## config.mk

```make
export PLATFORM = sky130hd
export DESIGN_NAME = rlss_map
export DESIGN_NICKNAME = d
export VERILOG_FILES = /design/src/rtl/core/rlss_pkg.sv /design/src/rtl/core/rlss_map.sv
export SDC_FILE = /design/constraint.sdc
export NUM_CORES = 1
export LEC_CHECK = 0
export BUFFER_PORTS_ARGS = -buffer_cell sky130_fd_sc_hd__buf_2
export CORE_ASPECT_RATIO = 1.1
export CORE_UTILIZATION = 55
export DETAILED_ROUTE_END_ITERATION = 8
export GPL_TIMING_DRIVEN = 0
export PLACE_DENSITY = 0.89
export SYNTH_ARGS = -nofsm -noshare
export SYNTH_HDL_FRONTEND = slang
export SYNTH_SLANG_ARGS = --single-unit
```

## constraint.sdc

```tcl
create_clock -name vclk -period 18.7
set_clock_uncertainty 0.2 [all_clocks]
set_input_delay 1.87 -clock vclk [all_inputs]
set_output_delay 1.87 -clock vclk [all_outputs]
set_load 0.005 [all_outputs]
```

## src/rtl/core/rlss_pkg.sv

```systemverilog
// Package for the random looping shift sequencer.
// Holds the LCG step and residue functions, reset constants, mode codes,
// configuration register indexes and the mapper result type. No dependencies.
package rlss_pkg;

    // Linear congruential generator constants.
    localparam logic [31:0] LCG_MUL   = 32'd1664525;
    localparam logic [31:0] LCG_ADD   = 32'd1013904223;
    localparam logic [31:0] SEED_INIT = 32'd20071204;

    // Reciprocal of 100 scaled by 2^37, exact for every 32-bit dividend.
    localparam logic [31:0] RECIP_100 = 32'h51EB_851F;
    localparam int unsigned RECIP_SHIFT = 37;

    // Loop register value after reset.
    localparam logic [15:0] LOOP_INIT = 16'h8000;

    // One step of the generator, modulo 2^32.
    function automatic logic [31:0] lcg_next(input logic [31:0] w);
        logic [31:0] prod;
        prod = w * LCG_MUL;
        return prod + LCG_ADD;
    endfunction

    // Remainder of a 32-bit word by 100, through a reciprocal multiply.
    function automatic logic [6:0] mod100(input logic [31:0] w);
        logic [63:0] prod;
        logic [31:0] quo;
        logic [31:0] rem;
        prod = 64'(w) * 64'(RECIP_100);
        quo  = 32'(prod[63:RECIP_SHIFT]);
        rem  = w - ((quo << 6) + (quo << 5) + (quo << 2));
        return rem[6:0];
    endfunction

    // Generator lookahead after reset: the next word, its residue, and the one after.
    localparam logic [31:0] W1_INIT = lcg_next(SEED_INIT);
    localparam logic [6:0]  M1_INIT = mod100(W1_INIT);
    localparam logic [31:0] W2_INIT = lcg_next(W1_INIT);

    // Output mapping mode codes.
    localparam logic [4:0] GATE_MODES = 5'd15;
    localparam logic [4:0] MODE_CV    = 5'd15;
    localparam logic [4:0] MODE_NOTE7 = 5'd16;
    localparam logic [4:0] MODE_NOTE6 = 5'd17;
    localparam logic [4:0] MODE_NOTE5 = 5'd18;
    localparam logic [4:0] MODE_NOTE4 = 5'd19;
    localparam logic [4:0] MODE_NOTE3 = 5'd20;

    // Configuration register indexes.
    typedef enum logic [2:0] {
        CFG_FLIP_PERCENT = 3'd0,
        CFG_LOOP_LENGTH  = 3'd1,
        CFG_OUT1_MODE    = 3'd2,
        CFG_OUT2_MODE    = 3'd3,
        CFG_GATE_LEVEL   = 3'd4,
        CFG_CV_STEP      = 3'd5,
        CFG_INITIAL_SEED = 3'd6
    } cfg_index_t;

    // Result of one output mapper.
    typedef struct packed {
        logic signed [15:0] value;
        logic               gate;
        logic               is_note;
    } map_out_t;

endpackage

```

## src/rtl/core/rlss_map.sv

```systemverilog
// Output mapper: turns the pattern byte into a gate, scaled CV or note value.
// Depends on rlss_pkg for mode codes and the map_out_t result type.
module rlss_map
(
    input  logic [4:0]         mode,
    input  logic [7:0]         pattern,
    input  logic [14:0]        gate_level,
    input  logic [7:0]         cv_step,
    input  logic signed [15:0] cv_offset,
    output rlss_pkg::map_out_t result
);

    // Gate mask for each gate mode.
    function automatic logic [7:0] gate_mask(input logic [3:0] m);
        logic [7:0] mask;
        unique case (m)
            4'd0:    mask = 8'h80;
            4'd1:    mask = 8'hC0;
            4'd2:    mask = 8'hC0;
            4'd3:    mask = 8'h40;
            4'd4:    mask = 8'h50;
            4'd5:    mask = 8'h50;
            4'd6:    mask = 8'h20;
            4'd7:    mask = 8'h10;
            4'd8:    mask = 8'h08;
            4'd9:    mask = 8'h12;
            4'd10:   mask = 8'h12;
            4'd11:   mask = 8'h04;
            4'd12:   mask = 8'hD2;
            4'd13:   mask = 8'hD2;
            4'd14:   mask = 8'h02;
            default: mask = 8'h00;
        endcase
        return mask;
    endfunction

    // Modes whose gate needs all mask bits set rather than any of them.
    localparam logic [14:0] GATE_ALL = 15'b110_1101_1110_0100;

    logic [7:0]         mask;
    logic               gate_hi;
    logic [15:0]        prod;
    logic signed [17:0] cv_sum;
    logic [7:0]         note;

    always_comb
    begin
        mask = gate_mask(mode[3:0]);
        if (GATE_ALL[mode[3:0]])
        begin
            gate_hi = (pattern & mask) == mask;
        end
        else
        begin
            gate_hi = (pattern & mask) != 8'd0;
        end

        // Scaled CV; any undefined mode passes the offset alone.
        prod   = (mode == rlss_pkg::MODE_CV) ? (16'(pattern) * 16'(cv_step)) : 16'd0;
        cv_sum = $signed({2'b00, prod}) + 18'(cv_offset);

        unique case (mode)
            rlss_pkg::MODE_NOTE7: note = {1'b0, pattern[6:0]};
            rlss_pkg::MODE_NOTE6: note = 8'd64 + {2'b00, pattern[5:0]};
            rlss_pkg::MODE_NOTE5: note = 8'd64 + {3'b000, pattern[4:0]};
            rlss_pkg::MODE_NOTE4: note = 8'd64 + {4'b0000, pattern[3:0]};
            rlss_pkg::MODE_NOTE3: note = 8'd64 + {5'b00000, pattern[2:0]};
            default:              note = 8'd0;
        endcase

        result = '0;
        priority if (mode < rlss_pkg::GATE_MODES)
        begin
            result.gate  = gate_hi;
            result.value = gate_hi ? $signed({1'b0, gate_level}) : 16'sd0;
        end
        else if (mode >= rlss_pkg::MODE_NOTE7 && mode <= rlss_pkg::MODE_NOTE3)
        begin
            result.is_note = 1'b1;
            result.value   = $signed({8'd0, note});
        end
        else if (cv_sum > 18'sd32767)
        begin
            result.value = 16'sh7FFF;
        end
        else if (cv_sum < -18'sd32768)
        begin
            result.value = 16'sh8000;
        end
        else
        begin
            result.value = cv_sum[15:0];
        end
    end

endmodule

```

Yosys cells after proc, flatten, opt, wreduce, memory -nomap -nowiden

Memory sizes are Yosys's and may differ from the RTL's.
Cells that the tools add are included.

Bits of input ports: 52
Bits in registers: 0
ROM bits: 128
Output and inout port bits: 18
Memories kept: 2
Logic and storage cells: 36

Add/subtract/negate cells: 5
Multiplexer cells: 12
Bitwise gates (word level): 1
Equal/unequal tests: 7
Magnitude comparators: 6
$mul: 1
Reductions and logical operators: 2

Memory list:

| memory           | words | width | read ports | clocked after memory_dff | write ports | RTL line       | text |
|---|---|---|---|---|---|---|---|
| (name not given) | 16    | 7     | 1          | 0                        | 0           | rlss_map.sv:16 | `unique case (m)` |
| (name not given) | 16    | 1     | 1          | 0                        | 0           | rlss_map.sv:49 | `if (GATE_ALL[mode[3:0]])` |

Operators by type and width:

| cell                 | number |
|---|---|
| $mux 16              | 5 |
| $pmux 8 s5           | 1 |
| $eq 5x5->1 const B   | 5 |
| $add 17x16->18       | 1 |
| $gt 18x16->1 const B | 1 |
| $lt 18x16->1 const B | 1 |
| $mul 8x8->16         | 1 |
| $mux 15              | 1 |
| $add 7x3->8 const A  | 1 |
| $add 7x4->8 const A  | 1 |
| $add 7x5->8 const A  | 1 |
| $add 7x6->8 const A  | 1 |
| $and 8x8->8          | 1 |
| $eq 8x8->1           | 1 |
| $reduce_bool 8->1    | 1 |
| $eq 5x4->1 const B   | 1 |
| $ge 5x5->1 const B   | 1 |
| $le 5x5->1 const B   | 1 |
| $lt 4x5->1 const B   | 1 |
| $lt 5x4->1 const B   | 1 |
| $mux 1               | 5 |
| $logic_and 1x1->1    | 1 |

Longest topological paths before layout

Depth after elaboration: 8
Gate-level depth with buffers: 27
Mapped depth without buffers: 25

Worst setup path before layout

No wires, ideal clock.

Path type: input-to-output
From: input port pattern[1]
To: output port result[16] (netlist name)
Data required time: 16630 ps
Buffers on the path: 2
Arrival: 7442 ps
Setup slack: 9188 ps
Stages: 26
Path through: clkbuf_1 and2_1 fa_1 fa_1 inv_1 fa_1 inv_1 fa_1 ha_1 a21o_1 a21oi_1 o21ai_0 a41oi_1 nand2b_1 xnor2_1 nor2_1 ha_1 buf_6 nor3_1 nor2_1 o41ai_4 nand3_1 mux2_2 nor3_4 nor4_4 a221o_1

RTL lines:

| what            | RTL line       | text |
|---|---|---|
| start, declared | rlss_map.sv:6  | `input logic [7:0] pattern,` |
| end, declared   | rlss_map.sv:10 | `output rlss_pkg::map_out_t result` |

==> impl_metrics.json <==
{
  "multi_input_area_sq_mm": 0.00346,
  "met1_length_microns": 3850,
  "slew_violations": 0,
  "grt_usage_pct": 24.8,
  "critPathKind": "in -> out",
  "max_freq_ghz": 0.0944,
  "finish.net_count": 698,
  "crit_path_frequent_cell": "fa_1",
  "critPathMaxFanout": 10,
  "worst-endpoint-required_ns": 16.63,
  "die_w_microns": 81.0,
  "cts_resized": 0,
  "initial_core_util_pct": 57.2,
  "rsz0062_at_grt": "false",
  "avgViaCountPerCell": 5.79,
  "drv_cap": 0,
  "status": "complete, no violations",
  "rows": 31,
  "hold_class": "in -> out",
  "slowest_stage": "nor3_1",
  "period_share_pct": 56.6,
  "core_sq_mm": 0.00659,
  "n_clock_buffer": 0,
  "wl_met3_microns": 282,
  "drt-initial-drc-count": 194,
  "place_congestion": 0.870,
  "yosysTopAreaCell": "fa_1",
  "postCtsSetupRepairBufs": 0,
  "syn-num-nets": 628,
  "diodes": 0,
  "fin_crit_ns": 10.59,
  "die_area_sq_mm": 0.00720,
  "layout_common_cells": "inv_1, buf_2, and2_1",
  "grt_first_pass_wirelength_microns": 14300,
  "hold_viol": 0,
  "ir_drop_mv": 0.0470,
  "syn_inst": 480,
  "tns_ns": 0,
  "p_leak_nw": 2.21,
  "final_common_cell": "inv_1",
  "drive_above_1_share_pct": 16.2,
  "startpoint_type": "input port",
  "highest_layer": "met4",
  "antenna_found_initial": 0,
  "holdWs_ns": 3.84,
  "postRouteAntennaNets": 0,
  "worst_slew_pin_slew_ns": 0.771,
  "synth.top_cell.area_share_pct": 19.6,
  "die_y_microns": 88.9,
  "fillerInstances": 590,
  "vias": 3649,
  "drcViolationCount": 0,
  "area_growth_pct": 11.7,
  "io_pins": 70,
  "powerDensity_mw_per_mm2": 49.1,
  "nFlopsAndLatches": 0,
  "worstPathArrival_ns": 8.52,
  "io_buffers": 68,
  "synth_area_sq_mm": 0.00377,
  "ys_seq_area_share_pct": 0,
  "dr_wl_met2_microns": 4730,
  "seq_area_sq_um": 0,
  "cts_hold_buffers": 0,
  "finalSetupViolations": 0,
  "grt_pass1_vias": 3306,
  "cpPeakStageDelay_ns": 0.65,
  "hpwl_microns": 7620,
  "dr.pass1.iters": 6,
  "wirelength_microns": 8910,
  "yosys-top-cells-area": "fa_1, ha_1, and2_1",
  "grt.overflow.total": 0,
  "yosysWarnings": 0,
  "grt_max_degree": 11,
  "wire_per_inst_microns": 14.1,
  "slew_headroom_pct": 48.2,
  "synth_cell_types": 65,
  "end_kind": "output port",
  "avgSynthCellArea_sq_um": 7.86
}
cell families after synthesis:
logic type      Yosys count  share of synthesized area (%)
simple gates            173                           25.0
fa+ha+maj                96                           39.2
buf+inv                  81                           8.36
compound gates          103                           21.1
xor+xnor                 25                           5.80
mux                       2                          0.564
cell type report:
class	count	share of cell area [%]
Buffer	11	1.25
Inverter	70	6.23
Multi-Input combinational cell	399	82.0
Tap cell	82	2.43
Timing Repair Buffer	68	8.07
cells in the mapped netlist (2+ instances only):
master	n
a211oi_1	3
a21o_1	9
a21oi_1	24
a21oi_2	3
a221o_1	15
a22oi_1	2
a41oi_1	3
and2_1	63
and3_1	4
clkbuf_1	9
fa_1	37
ha_1	59
inv_1	69
nand2_1	32
nand2b_1	7
nand3_1	6
nand4_1	2
nor2_1	32
nor2b_1	3
nor3_1	11
o211a_1	2
o211ai_1	3
o21a_1	2
o21ai_0	12
o21bai_1	2
o22ai_1	2
or2_2	2
or3_1	2
xnor2_1	16
xor2_1	9
where the power goes:
part           total (mW)  internal, mW  switching, mW
registers               0             0              0
logic               0.207        0.0934          0.114
clock network           0             0              0
total               0.207        0.0934          0.114
stage by stage:
stage	power, mW	std cells	instance area [sq um]	setup slack [ns]	util (%)
after global routing	0.235	630	4220	7.69	63.9
after detailed placement	0.206	630	4220	8.14	63.9
after global placement	0.197	630	4220	8.33	63.9
after floorplan	0.159	480	3770	9.19	-
final	0.207	630	4220	8.11	63.9
after CTS	0.208	630	4220	8.12	63.9
worst max-delay path, delay by kind of cell:
family	cells	cell delay, ns
fa+ha+maj	6	2.75
simple gates	7	1.44
compound gates	5	1.26
buf+inv	6	0.77
mux	1	0.32
xor+xnor	1	0.12
layer usage:
metal | vias up | GRT usage, %
met3 | 4 | 0.103
li1 | 1777 | -
met4 | 0 | 1.62
met5 | - | 0
met2 | 92 | 48.6
met1 | 1776 | 31.4
final timing paths:
kind      startpoint    endpoint  slack (ns)  cells after the start
min   gate_level[11]  result[13]        3.84                      3
max       pattern[5]   result[4]        8.11                     26
(Power assumes the default switching activity.)
